--- src/wvpc_pkg.sv ---
package wvpc_pkg;

    // Field widths fixed by the stream formats
    localparam int THR_W        = 3;
    localparam int TOTAL_W      = 16;
    localparam int IN_TDATA_W   = 8;
    localparam int OUT_TDATA_W  = 24;
    localparam int OUT_PAD_W    = OUT_TDATA_W - TOTAL_W - 1;

    // Threshold after reset
    localparam logic [THR_W-1:0] THR_RESET = 3'd3;

    // Command codes
    typedef enum logic {
        CMD_SAMPLE = 1'b0,
        CMD_READ   = 1'b1
    } t_cmd;

    // One input item between the input register and the core
    typedef struct packed {
        t_cmd cmd;
        logic raw;
    } t_item;

endpackage

--- src/wvpc_in_reg.sv ---
module wvpc_in_reg
    import wvpc_pkg::*;
(
    input  logic  i_clk,
    input  logic  i_rst_n,
    input  logic  i_valid,
    input  t_item i_item,
    output logic  o_ready,
    output logic  o_valid,
    output t_item o_item,
    input  logic  i_core_ready
);

    logic  r_valid;
    t_item r_item;

    // Take a new item whenever the held one is empty or moving on
    assign o_ready = !r_valid || i_core_ready;
    assign o_valid = r_valid;
    assign o_item  = r_item;

    // Hold the valid flag
    always_ff @(posedge i_clk) begin
        if (!i_rst_n) begin
            r_valid <= 1'b0;
        end else if (o_ready) begin
            r_valid <= i_valid;
        end
    end

    // Load the payload on accept
    always_ff @(posedge i_clk) begin
        if (o_ready && i_valid) begin
            r_item <= i_item;
        end
    end

endmodule

--- src/wvpc_core.sv ---
module wvpc_core
    import wvpc_pkg::*;
#(
    parameter int WINDOW     = 5,
    parameter int COUNT_BITS = 16
) (
    input  logic               i_clk,
    input  logic               i_rst_n,
    input  logic               i_cfg_we,
    input  logic [THR_W-1:0]   i_cfg_wdata,
    input  logic               i_valid,
    input  t_item              i_item,
    output logic               o_ready,
    output logic               o_valid,
    output logic [TOTAL_W-1:0] o_total,
    output logic               o_level,
    input  logic               i_out_ready
);

    localparam int SLOT_W = (WINDOW > 1) ? $clog2(WINDOW) : 1;
    localparam int SUM_W  = $clog2(WINDOW + 1);
    localparam int CMP_W  = (SUM_W > THR_W) ? SUM_W : THR_W;
    localparam logic [SLOT_W-1:0] LAST_SLOT = SLOT_W'(WINDOW - 1);

    logic [THR_W-1:0]      r_thr;
    logic [WINDOW-1:0]     r_window;
    logic [WINDOW-1:0]     n_window;
    logic [SLOT_W-1:0]     r_slot;
    logic [SLOT_W-1:0]     n_slot;
    logic [SUM_W-1:0]      r_sum;
    logic [SUM_W-1:0]      n_sum;
    logic                  r_level;
    logic                  n_level;
    logic [COUNT_BITS-1:0] r_count;
    logic [COUNT_BITS-1:0] n_count;
    logic                  r_out_valid;
    logic [TOTAL_W-1:0]    r_out_total;
    logic                  r_out_level;
    logic [TOTAL_W-1:0]    w_total;
    logic [CMP_W-1:0]      w_sum_x;
    logic [CMP_W-1:0]      w_thr_x;
    logic                  w_fire;

    assign o_ready = !r_out_valid || i_out_ready;
    assign w_fire  = i_valid && o_ready;
    assign o_valid = r_out_valid;
    assign o_total = r_out_total;
    assign o_level = r_out_level;

    // Report the low bits of the count, zero-extend a narrow one
    if (COUNT_BITS >= TOTAL_W) begin : g_total_cut
        assign w_total = r_count[TOTAL_W-1:0];
    end else begin : g_total_ext
        assign w_total = {{(TOTAL_W - COUNT_BITS){1'b0}}, r_count};
    end

    // On a sample advance the ring, update the running sum, vote and count falls; a read clears the count
    always_comb begin
        n_window = r_window;
        n_slot   = r_slot;
        n_sum    = r_sum;
        n_level  = r_level;
        n_count  = r_count;
        w_sum_x  = '0;
        w_thr_x  = CMP_W'(r_thr);
        if (i_item.cmd == CMD_READ) begin
            n_count = '0;
        end else begin
            n_window[r_slot] = i_item.raw;
            n_slot  = (r_slot == LAST_SLOT) ? '0 : r_slot + SLOT_W'(1);
            n_sum   = r_sum - SUM_W'(r_window[r_slot]) + SUM_W'(i_item.raw);
            w_sum_x = CMP_W'(n_sum);
            if (w_sum_x < w_thr_x) begin
                if (r_level) begin
                    n_level = 1'b0;
                    if (r_count != '1) begin
                        n_count = r_count + COUNT_BITS'(1);
                    end
                end
            end else if (w_sum_x > w_thr_x) begin
                n_level = 1'b1;
            end
        end
    end

    // Hold the threshold register
    always_ff @(posedge i_clk) begin
        if (!i_rst_n) begin
            r_thr <= THR_RESET;
        end else if (i_cfg_we) begin
            r_thr <= i_cfg_wdata;
        end
    end

    // Hold debounce state and the result valid flag
    always_ff @(posedge i_clk) begin
        if (!i_rst_n) begin
            r_window    <= '1;
            r_slot      <= '0;
            r_sum       <= SUM_W'(WINDOW);
            r_level     <= 1'b1;
            r_count     <= '0;
            r_out_valid <= 1'b0;
        end else begin
            if (o_ready) begin
                r_out_valid <= i_valid;
            end
            if (w_fire) begin
                r_window <= n_window;
                r_slot   <= n_slot;
                r_sum    <= n_sum;
                r_level  <= n_level;
                r_count  <= n_count;
            end
        end
    end

    // Load the result payload
    always_ff @(posedge i_clk) begin
        if (w_fire) begin
            r_out_total <= w_total;
            r_out_level <= n_level;
        end
    end

endmodule

--- src/windowed_vote_pulse_counter_top.sv ---
// Channel   | Direction | Handshake           | Payload
// s (items) | in        | i_s_tvalid/o_s_tready | tuser: command; tdata: raw_level
// m (items) | out       | o_m_tvalid/i_m_tready | tdata: pulse_total, qualified_level
// cfg       | in        | i_cfg_we            | i_cfg_wdata: vote_threshold
//
// One item per cycle sustained while m does not stall; each item passes the input register, then the result register.
// The ring update, running-sum vote and count step sit between the input
// register and the result register.
// Reset (synchronous, active low) sets the ring to all high, level high, count zero.
// A stall on the m side fills the result register, then the input register,
// then drops o_s_tready.
module windowed_vote_pulse_counter_top
    import wvpc_pkg::*;
#(
    parameter int WINDOW     = 5,
    parameter int COUNT_BITS = 16
) (
    input  logic                   i_clk,
    input  logic                   i_rst_n,
    input  logic                   i_cfg_we,
    input  logic [THR_W-1:0]       i_cfg_wdata,
    input  logic                   i_s_tvalid,
    output logic                   o_s_tready,
    input  logic [IN_TDATA_W-1:0]  i_s_tdata,   // [0] raw_level, rest unused
    input  logic                   i_s_tuser,   // [0] command
    output logic                   o_m_tvalid,
    input  logic                   i_m_tready,
    output logic [OUT_TDATA_W-1:0] o_m_tdata    // [15:0] pulse_total, [16] qualified_level
);

    t_item              w_in_item;
    t_item              w_core_item;
    logic               w_core_valid;
    logic               w_core_ready;
    logic [TOTAL_W-1:0] w_total;
    logic               w_level;

    assign w_in_item.cmd = t_cmd'(i_s_tuser);
    assign w_in_item.raw = i_s_tdata[0];

    // Register the incoming item
    wvpc_in_reg u_in_reg (
        .i_clk        (i_clk),
        .i_rst_n      (i_rst_n),
        .i_valid      (i_s_tvalid),
        .i_item       (w_in_item),
        .o_ready      (o_s_tready),
        .o_valid      (w_core_valid),
        .o_item       (w_core_item),
        .i_core_ready (w_core_ready)
    );

    // Vote, count and register the result
    wvpc_core #(
        .WINDOW     (WINDOW),
        .COUNT_BITS (COUNT_BITS)
    ) u_core (
        .i_clk       (i_clk),
        .i_rst_n     (i_rst_n),
        .i_cfg_we    (i_cfg_we),
        .i_cfg_wdata (i_cfg_wdata),
        .i_valid     (w_core_valid),
        .i_item      (w_core_item),
        .o_ready     (w_core_ready),
        .o_valid     (o_m_tvalid),
        .o_total     (w_total),
        .o_level     (w_level),
        .i_out_ready (i_m_tready)
    );

    assign o_m_tdata = {{OUT_PAD_W{1'b0}}, w_level, w_total};

endmodule

--- config.mk ---
export PLATFORM = sky130hd
export DESIGN_NAME = windowed_vote_pulse_counter_top
export DESIGN_NICKNAME = d
export VERILOG_FILES = /design/src/wvpc_pkg.sv /design/src/wvpc_in_reg.sv /design/src/wvpc_core.sv /design/src/windowed_vote_pulse_counter_top.sv
export SDC_FILE = /design/constraint.sdc
export NUM_CORES = 1
export LEC_CHECK = 0
export ABC_AREA = 1
export BUFFER_PORTS_ARGS = -buffer_cell sky130_fd_sc_hd__clkbuf_2
export CAP_MARGIN = 20
export CORE_ASPECT_RATIO = 1.5
export CORE_UTILIZATION = 38
export CTS_CLUSTER_DIAMETER = 60
export CTS_CLUSTER_SIZE = 24
export DETAILED_ROUTE_END_ITERATION = 10
export PLACE_DENSITY = 0.57
export SETUP_SLACK_MARGIN = 0.15
export SYNTH_ARGS = -nofsm -noshare
export SYNTH_HDL_FRONTEND = slang
export SYNTH_HIERARCHICAL = 1
export SYNTH_SLANG_ARGS = --single-unit
export TNS_END_PERCENT = 100
--- constraint.sdc ---
create_clock -name i_clk -period 3.86 [get_ports i_clk]
set_input_delay 0.772 -clock i_clk [delete_from_list [all_inputs] [get_ports i_clk]]
set_output_delay 0.772 -clock i_clk [all_outputs]
set_load 0.005 [all_outputs]
=== Yosys cells after proc, flatten, opt, wreduce, memory -nomap -nowiden ===
Cells that the tools add are included.

* Bitwise gates (word level): 1
* Equal/unequal tests: 2
* Reduce and logical (&&, ||, !) cells: 12
* Mux-type cells: 13
* Order comparisons: 4
* $add $sub $neg: 4

{| class="wikitable"
|+ Operators with widths
! kind !! number
|-
| $mux 16 || 4
|-
| $add 16x1->16 const B || 1
|-
| $ne 16x16->1 const B || 1
|-
| $reduce_bool 2->1 || 3
|-
| $bwmux 5 || 1
|-
| $mux 1 || 5
|-
| $lt 3x4->1 const B || 1
|-
| $reduce_and 4->1 || 1
|-
| $add 3x1->3 || 1
|-
| $add 3x1->3 const B || 1
|-
| $bmux 1 s3 || 1
|-
| $demux 1 s3 || 1
|-
| $eq 3x3->1 const B || 1
|-
| $ge 3x1->1 const B || 1
|-
| $gt 3x3->1 || 1
|-
| $logic_and 1x1->1 || 3
|-
| $lt 3x3->1 || 1
|-
| $mux 3 || 1
|-
| $sub 3x1->3 || 1
|-
| $logic_not 1->1 || 2
|-
| $logic_or 1x1->1 || 2
|-
| $reduce_and 2->1 || 1
|-
| $not 1->1 || 1
|}

* Register bits: 52
* Output and inout port bits: 26
* Input bits: 17
* Logic and storage cells: 48

=== Depth between registers and ports, before layout ===
Gate-level depths: netlist of the first run.

* Word-level depth: 8
* Gate-level depth with buffers: 23
* Depth with buffers taken out: 23

=== Cells and area by module ===
The synthesis of the first run kept the hierarchy.

{| class="wikitable"
|+ Modules (own cells, without submodules)
! module !! area each (µm²) !! seq. area each (µm²) !! cells each !! times used
|-
| wvpc_core || 2429.8 || 1151.1 || 308 || 1
|-
| wvpc_in_reg || 111.4 || 80.1 || 9 || 1
|-
| windowed_vote_pulse_counter_top || 63.8 || 0.0 || 9 || 1
|}

=== Worst setup path before layout of the first run ===
No wires, ideal clock.

* Kind: register to register
* From: reg u_core.r_slot[1]
* To: reg u_core.r_count[10]
* Path slack: 629 ps
* Path buffers: 1
* Cell stages (with the launch flop): 24
* Setup time: 56 ps
* Data arrival time: 3175 ps
* Data required time: 3804 ps
* Period minus slack after synthesis: 3231 ps
* Cells stage by stage: dfxtp_1 inv_1 nor2_1 nand3_1 o2111ai_1 ha_1 inv_1 ha_1 inv_1 fa_1 xnor2_1 xor2_1 inv_1 ha_1 nand2_1 nand2_1 nor2_1 nand2_1 nand2_2 nand2_4 buf_8 o21bai_1 nand2_1 inv_1

* Cells in the longest elaborated chain, start to end: 7

{| class="wikitable"
|+ RTL lines
! item !! line !! RTL
|-
| from (decl) || wvpc_core.sv:28 || <nowiki>logic [SLOT_W-1:0] r_slot;</nowiki>
|-
| from (signal assigned) || wvpc_core.sv:110 || <nowiki>r_slot <= n_slot;</nowiki>
|-
| $bmux 1 s3 || wvpc_core.sv:71 || <nowiki>n_sum = r_sum - SUM_W'(r_window[r_slot]) + SUM_W'(i_item.raw);</nowiki>
|-
| $mux 1 (implied by the code) || wvpc_core.sv:71 ||
|-
| $sub 3x1->3 || wvpc_core.sv:71 ||
|-
| $add 3x1->3 || wvpc_core.sv:71 ||
|-
| $lt 3x3->1 || wvpc_core.sv:73 || <nowiki>if (w_sum_x < w_thr_x) begin</nowiki>
|-
| $reduce_bool 2->1 (no source line) || -- ||
|-
| $reduce_and 4->1 (no source line) || -- ||
|-
| to (signal assigned) || wvpc_core.sv:113 || <nowiki>r_count <= n_count;</nowiki>
|-
| to (decl) || wvpc_core.sv:34 || <nowiki>logic [COUNT_BITS-1:0] r_count;</nowiki>
|}

Every way passes these cells. The select of a mux whose other input is x is not followed.
A chain may end at the register's enable or synchronous reset.

=== Worst setup path in the final report of the first run ===
* From: reg u_core.r_slot[1]
* To: reg u_core.r_count[5]

The elaborated chain is that of the path after synthesis.

==> results.md, run 1 <==
- Clock power share: 28.9%
- Gr ovfl total: 0
- TritonCTS clock tree: built
- Placed inst area: 2780 sq um
- Final hold violation count: 0
- Net Sw Power: 0.267 mW
- Synth-to-Final Area Change: 13.7%
- Register area share after synthesis: a little under half
- Design Area, Final: just under 3000 sq um
- Final Cycle Share: 88.3%
- Clock Skews: 0.00882 ns
- Min Tclk post-route: 3.41 ns
- Clock slew at reported path FFs: ~0.090 ns
- H-tree levels: 2
- Yosys reg bits: 52
- Antenna violations before repair: 0
- Hold Crit Class: reg -> reg
- GRT Total Usage: about 15%
- Sw frac: 25.8%
- Share of cells above drive strength 1: 19.5%
- Hold_ws: roughly 0.47 ns
- First-pass GRT wire length: ~8600 um
- Initial core utilization: 39.6%
- Top-area cell type share of the netlist area: between 20% and 30%
- Detailed-route via count: 2117
- Most common cell after layout, fill and taps aside: nand2_1
- Fmax: 293 MHz
- Outcome: completed
- PD cells: roughly 350 nW/um^2
- Total CTS buffers: 5
- Hold EP: u_core/r_window[1]$_SDFFE_PN1P_
- Core footprint: 6580 sq um
- R2R depth: 22
- Sequential power share: 57.9%
- Clock Tree Buf Depth: 2
- Wirelength per Cell: 11.8 um
- Post-route ant nets: 0
- Worst-path maximum fanout: 7
- RSZ-0062 raised after global routing: no
- Die H: 103 um
- Synth unique cells: 34
- Starting DRC count in detailed routing: 53
- Pleak: roughly 1.3 nW
- Fillers: around 670
- Area of the multi-input gates: about 1200 sq um
- RR Endpoint: u_core/r_count[5]$_SDFFE_PN0P_
- Power, Total: 1.03 mW
- Worst-margin pin slew: 0.620 ns
- Clk_lat worst skew: roughly 0.3 ns
- DPL Wire Length: around 3700 um
- Final number of setup-violating endpoints: 0
- Final Net Count: 384
- CP arrival: 3.59 ns
- Largest net degree at the start of global routing: 20
- Mapped Avg Cell Area: ~8.0 sq um
- Most frequent cells in the layout: 83 x nand2_1, 37 x inv_1, 31 x nor2_1
- Crit Path Class: reg -> reg
- Die area: 7200 sq um
- Area contributors post-synth: dfxtp_1 25%, edfxtp_1 22%, nand2_1 12%, inv_1 5.8%, nand3_1 5.4%
- Die width: 69.6 um
- Final setup margin: between 0.4 and 0.5 ns
- Area taken by flip-flops and latches: about 1200 sq um
- Reg-to-reg startpoint: u_core/r_slot[1]$_SDFFE_PN0P_
- Total routed wirelength: 5150 um
- Via density: 4.87
- Cell count after synthesis: 326
- R2r setup slk: 0.45 ns
- Internal: 0.767 mW
- Worst-case vdd ir drop: 0.000177 V
- Crit end category: flip-flop
- Fin util: 45.1%
- Mapped cell area: between 2000 and 3000 sq um
- Setup TNS: 0 ns
- Nature of the critical path startpoint: flip-flop
- Ant diodes: 0
- Area leader, netlist: dfxtp_1
- Comb power frac: 13.3%
- Max Slew Vio Count: 0
- Relative slew slack: 58.6%
- Clk sinks: 52
- Io pins: 43
- Placed cells: between 400 and 500
- Worst Path Required: 4.04 ns
- Pre-CTS WS: 0.235 ns
- Num rows: 36
- Hold_sp: u_core/r_window[1]$_SDFFE_PN1P_
- Root Buffer: clkbuf_8
- Number of max-cap violations: 0
- Hold buffer count at CTS: 0
- First-pass detailed-route iteration total: 4
- Synthesis Warnings: 6
- Remaining DRCs: 0
- Cell Count, Final, Fillers Out: 435
- GPL Wtd Cong: 0.876
- Number of global-route vias before repair: roughly 2000
- Hold Path Depth: 2
- Port-buffer cells: 28
-- cell type report --
type / count / share of cell area [%]
flip-flops and latches: 52 / 41.7
multi-input cells: 222 / 40.2
repair buffers: 32 / 6.17
inverters: 45 / 5.91
well taps: 76 / 3.21
clock buffers: 6 / 2.45
clock inverters: 2 / 0.422
-- power by group through the flow --
stage | logic, mW | clock network, mW | registers [mW]
after floorplan | 0.0903 | 0 | 0.608
after global placement | 0.115 | 0 | 0.610
after detailed placement | 0.117 | 0 | 0.611
after CTS | 0.118 | 0.313 | 0.598
after global routing | 0.158 | 0.336 | 0.601
final | 0.137 | 0.299 | 0.598
-- cell usage after synthesis --
master and count:
a211oi_1 1, a21oi_1 12, a21oi_2 6, a31oi_1 1, and3_1 1, buf_1 1, buf_2 1, buf_4 8
buf_8 1, clkbuf_1 3, conb_1 1, dfxtp_1 33, edfxtp_1 19, fa_1 1, ha_1 8, inv_1 40
inv_2 5, nand2_1 83, nand2_2 4, nand2_4 1, nand3_1 28, nand3b_1 1, nand4_1 5, nand4_4 1
nor2_1 33, nor2_4 2, nor3_1 2, nor3b_1 1, o2111ai_1 1, o211ai_1 1, o21ai_0 15, o21bai_1 2
xnor2_1 3, xor2_1 1
-- logic make-up (layout without fill, tap and decap cells) --
logic type / Yosys count / in the layout / synth area share, %
other: 1 / 7 / 0.144
AND/OR/NAND/NOR: 162 / 163 / 27.6
AO/OA/AOI/OAI: 39 / 39 / 8.93
buffers and inverters: 59 / 85 / 10.1
XOR/XNOR: 4 / 4 / 1.35
flip-flops: 52 / 52 / 47.3
adder cells (fa/ha/maj): 9 / 9 / 4.61
-- how the worst max path moves through the flow --
| stage | from | endpoint | slack, ns | cells after the start |
|---|---|---|---|---|
| 2_1_floorplan | u_core/r_slot[1]$_SDFFE_PN0P_ | u_core/r_count[10]$_SDFFE_PN0P_ | 0.63 | 23 |
| 3_3_place_gp | u_core/r_slot[1]$_SDFFE_PN0P_ | u_core/r_count[15]$_SDFFE_PN0P_ | 0.31 | 23 |
| 3_5_place_dp | u_core/r_slot[1]$_SDFFE_PN0P_ | u_core/r_count[3]$_SDFFE_PN0P_ | 0.24 | 22 |
| 4_1_cts | u_core/r_slot[1]$_SDFFE_PN0P_ | u_core/r_count[3]$_SDFFE_PN0P_ | 0.20 | 22 |
| 5_1_grt | u_core/r_slot[1]$_SDFFE_PN0P_ | u_core/r_count[6]$_SDFFE_PN0P_ | 0.15 | 22 |
| 6_report | u_core/r_slot[1]$_SDFFE_PN0P_ | u_core/r_count[5]$_SDFFE_PN0P_ | 0.45 | 22 |
-- timing repair --
item / 4_1_cts / 5_1_grt
buffers inserted: 0 / 2
resized for setup: 0 / 16
endpoints found under the setup margin: 0 / 16
-- worst max-delay path, cell delays in order (launching register included) --
cell and delay [ns]:
dfxtp_2 0.35, inv_2 0.08, nor2_2 0.05, a31oi_1 0.17
o2111ai_1 0.15, ha_1 0.29, inv_1 0.05, ha_1 0.13
inv_1 0.05, fa_2 0.35, xnor2_2 0.18, xor2_1 0.19
inv_1 0.10, ha_4 0.27, nand2_1 0.06, nor2_1 0.08
nor2_1 0.06, nand2_1 0.11, nand2_4 0.11, nand2_8 0.12
clkinvlp_4 0.15, nand2_1 0.11, a21oi_2 0.05
-- layer usage --
layer	part of all wire, %	vias to the layer above	track usage, %
met5	0	-	0
met2	53	36	29.9
li1	-	1099	-
met1	40	966	14.7
met4	4.3	0	9.26
met3	2.6	16	3.20
-- flip-flops by register name, summed over array words and instances (netlist names), 2 cells and up --
name             flops
u_core/r_thr         3
u_core/r_count      16
u_core/r_slot        3
u_core/r_sum         3
u_core/r_window      5
u_in_reg/o_item      2
u_core/o_total      16
Power figures use the tool's default switching activity.
==> run 2: changes to the inputs <==
--- a/config.mk
+++ b/config.mk
@@ -6,6 +6,7 @@
 export NUM_CORES = 1
 export LEC_CHECK = 0
 export ABC_AREA = 1
+export ABC_CLOCK_PERIOD_IN_PS = 3500
 export BUFFER_PORTS_ARGS = -buffer_cell sky130_fd_sc_hd__clkbuf_2
 export CAP_MARGIN = 20
 export CORE_ASPECT_RATIO = 1.5
==> constraint.sdc (replaced) <==
create_clock -name i_clk -period 3.5 [get_ports i_clk]
set_input_delay 0.7 -clock i_clk [delete_from_list [all_inputs] [get_ports i_clk]]
set_output_delay 0.7 -clock i_clk [all_outputs]
set_load 0.005 [all_outputs]
==> results.md, run 2 (synthesis gave the netlist of run 1 again) <==
- PD cells: 378 nW/um^2
- Relative slew slack: around three fifths
- CP arrival: 3.34 ns
- DPL Wire Length: 3700 um
- Remaining DRCs: 0
- Hold Crit Class: reg -> reg
- Die H: ~100 um
- Io pins: 43
- Crit path largest cell delay: 0.38 ns
- GRT Total Usage: roughly 16%
- Largest net degree at the start of global routing: 20
- Final hold violation count: 0
- Fillers: 639
- Die width: between 60 and 70 um
- Gr ovfl total: 0
- Fmax: 304 MHz
- Crit Path Class: reg -> reg
- Final number of setup-violating endpoints: 0
- RR Endpoint: u_core/o_level$_DFFE_PP_
- Clock Tree Buf Depth: 2
- RSZ-0062 raised after global routing: yes
- Fin util: 47.2%
- Pleak: between 1 and 1.5 nW
- Hold buffer count at CTS: 0
- Synth-to-Final Area Change: 19.1%
- Worst-path maximum fanout: 4
- Min Tclk post-route: roughly 3.3 ns
- R2r setup slk: 0.21 ns
- Ant diodes: 0
- Crit end category: flip-flop
- Antenna violations before repair: 0
- Die area: 7200 sq um
- Final Net Count: 390
- Core footprint: 6580 sq um
- Placed inst area: 2800 sq um
- R2R depth: 20
- Port-buffer cells: 28
- Worst Path Required: 3.55 ns
- Number of max-cap violations: 0
- Share of cells above drive strength 1: 26.0%
- First-pass detailed-route iteration total: 4
- Area of the multi-input gates: 1280 sq um
- Total CTS buffers: 5
- Cell mode on critical path: inv_1
- Worst Setup SP: u_core/r_slot[1]$_SDFFE_PN0P_
- Worst-margin pin slew: 0.619 ns
- Clock slew at reported path FFs: approximately 0.09 ns
- Root Buffer: clkbuf_8
- Clk_lat worst skew: 0.30 ns
- CP cell instances: inv_4 -> nor2_4 -> a31oi_2 -> o2111ai_2 -> ha_1 -> inv_1 -> ha_2 -> inv_2 -> fa_2 -> xnor2_2 -> xor2_1 -> inv_1 -> ha_4 -> nand2_2 -> buf_4 -> buf_4 -> o21ai_2 -> nand2_1 -> o21ai_2 -> inv_1
- Via density: 4.98
- Clk sinks: 52
- Slowest cell on crit path: dfxtp_4
- Setup TNS: 0 ns
- Total routed wirelength: 5430 um
- Num rows: 36
- Wirelength per Cell: between 10 and 15 um
- Detailed-route via count: roughly 2200
- GPL Wtd Cong: 0.875
- H-tree levels: 2
- Design Area, Final: ~3100 sq um
- TritonCTS clock tree: built
- Clock Skews: 0.0129 ns
- Worst Setup EP: u_core/o_level$_DFFE_PP_
- Most frequent cells in the layout: 77 x nand2_1, 36 x inv_1, 30 x dfxtp_1
- Initial core utilization: approximately two fifths
- Reg-to-reg startpoint: u_core/r_slot[1]$_SDFFE_PN0P_
- Post-route ant nets: 0
- Number of global-route vias before repair: 1997
- Power, Total: 1.17 mW
- Max Slew Vio Count: 0
- Final Cycle Share: 93.9%
- Outcome: completed
- Starting DRC count in detailed routing: about 90
- Worst-case vdd ir drop: 0.000187 V
- Nature of the critical path startpoint: flip-flop
- First-pass GRT wire length: 8850 um
- Most common cell after layout, fill and taps aside: nand2_1
- Area taken by flip-flops and latches: ~1200 sq um
==> run 2: repair_timing <==
item,in CTS,in global routing
gates cloned,1,0
pin swaps,11,14
endpoints found under the setup margin,17,18
gates resized for setup,17,34
setup buffers,6,0
==> run 2: how the worst min path moves through the flow <==
stage	startpoint	end	slack [ns]	cells after the start
final	u_core/r_window[1]$_SDFFE_PN1P_	u_core/r_window[1]$_SDFFE_PN1P_	0.47	2
after global routing	u_core/r_window[1]$_SDFFE_PN1P_	u_core/r_window[1]$_SDFFE_PN1P_	0.50	2
after CTS	u_core/r_window[1]$_SDFFE_PN1P_	u_core/r_window[1]$_SDFFE_PN1P_	0.47	2
after detailed placement	u_core/r_window[1]$_SDFFE_PN1P_	u_core/r_window[1]$_SDFFE_PN1P_	0.45	2
after global placement	u_core/r_window[3]$_SDFFE_PN1P_	u_core/r_window[3]$_SDFFE_PN1P_	0.45	2
after floorplan	u_core/r_window[1]$_SDFFE_PN1P_	u_core/r_window[1]$_SDFFE_PN1P_	0.43	2
==> run 2: layout make-up <==
cell class	count	share of cell area (%)
multi-input combinational	222	41.4
sequential	52	40.0
timing repair buffer	38	7.30
inverter	45	5.69
tap	76	3.06
clock buffer	7	2.46
clock inverter	1	0.161
==> run 2: layer usage <==
layer	vias up	GRT usage, %	wire, um	share of wire [%]
met1	1027	16.3	2140	39
met4	0	7.54	108	2.0
met5	-	0	0	0
met2	47	30.2	3010	56
li1	1118	-	-	-
met3	6	2.91	166	3.1
==> run 2: report_power, final <==
| part | internal (mW) | switching [mW] | total, mW |
|---|---|---|---|
| sequential | 0.645 | 0.0144 | 0.660 |
| clock | 0.141 | 0.183 | 0.323 |
| combinational | 0.0794 | 0.111 | 0.190 |
==> run 2: critical path, delay by kind of cell, from the launching register on <==
| family | cells | cell delay [ns] |
|---|---|---|
| adder cells (fa/ha/maj) | 4 | 1.07 |
| AO/OA/AOI/OAI | 4 | 0.50 |
| buffers and inverters | 7 | 0.57 |
| AND/OR/NAND/NOR | 3 | 0.18 |
| XOR/XNOR | 2 | 0.35 |
| flip-flops | 1 | 0.38 |
==> run 2: through the flow <==
stage / worst slack (ns) / std cells / hold WS [ns]
finish: 0.212 / 441 / 0.471
global route: -0.0430 / 441 / 0.498
CTS: 0.133 / 441 / 0.473
detailed placement: 0.0110 / 426 / 0.451
global placement: 0.0602 / 426 / 0.450
floorplan: 0.269 / 332 / 0.429
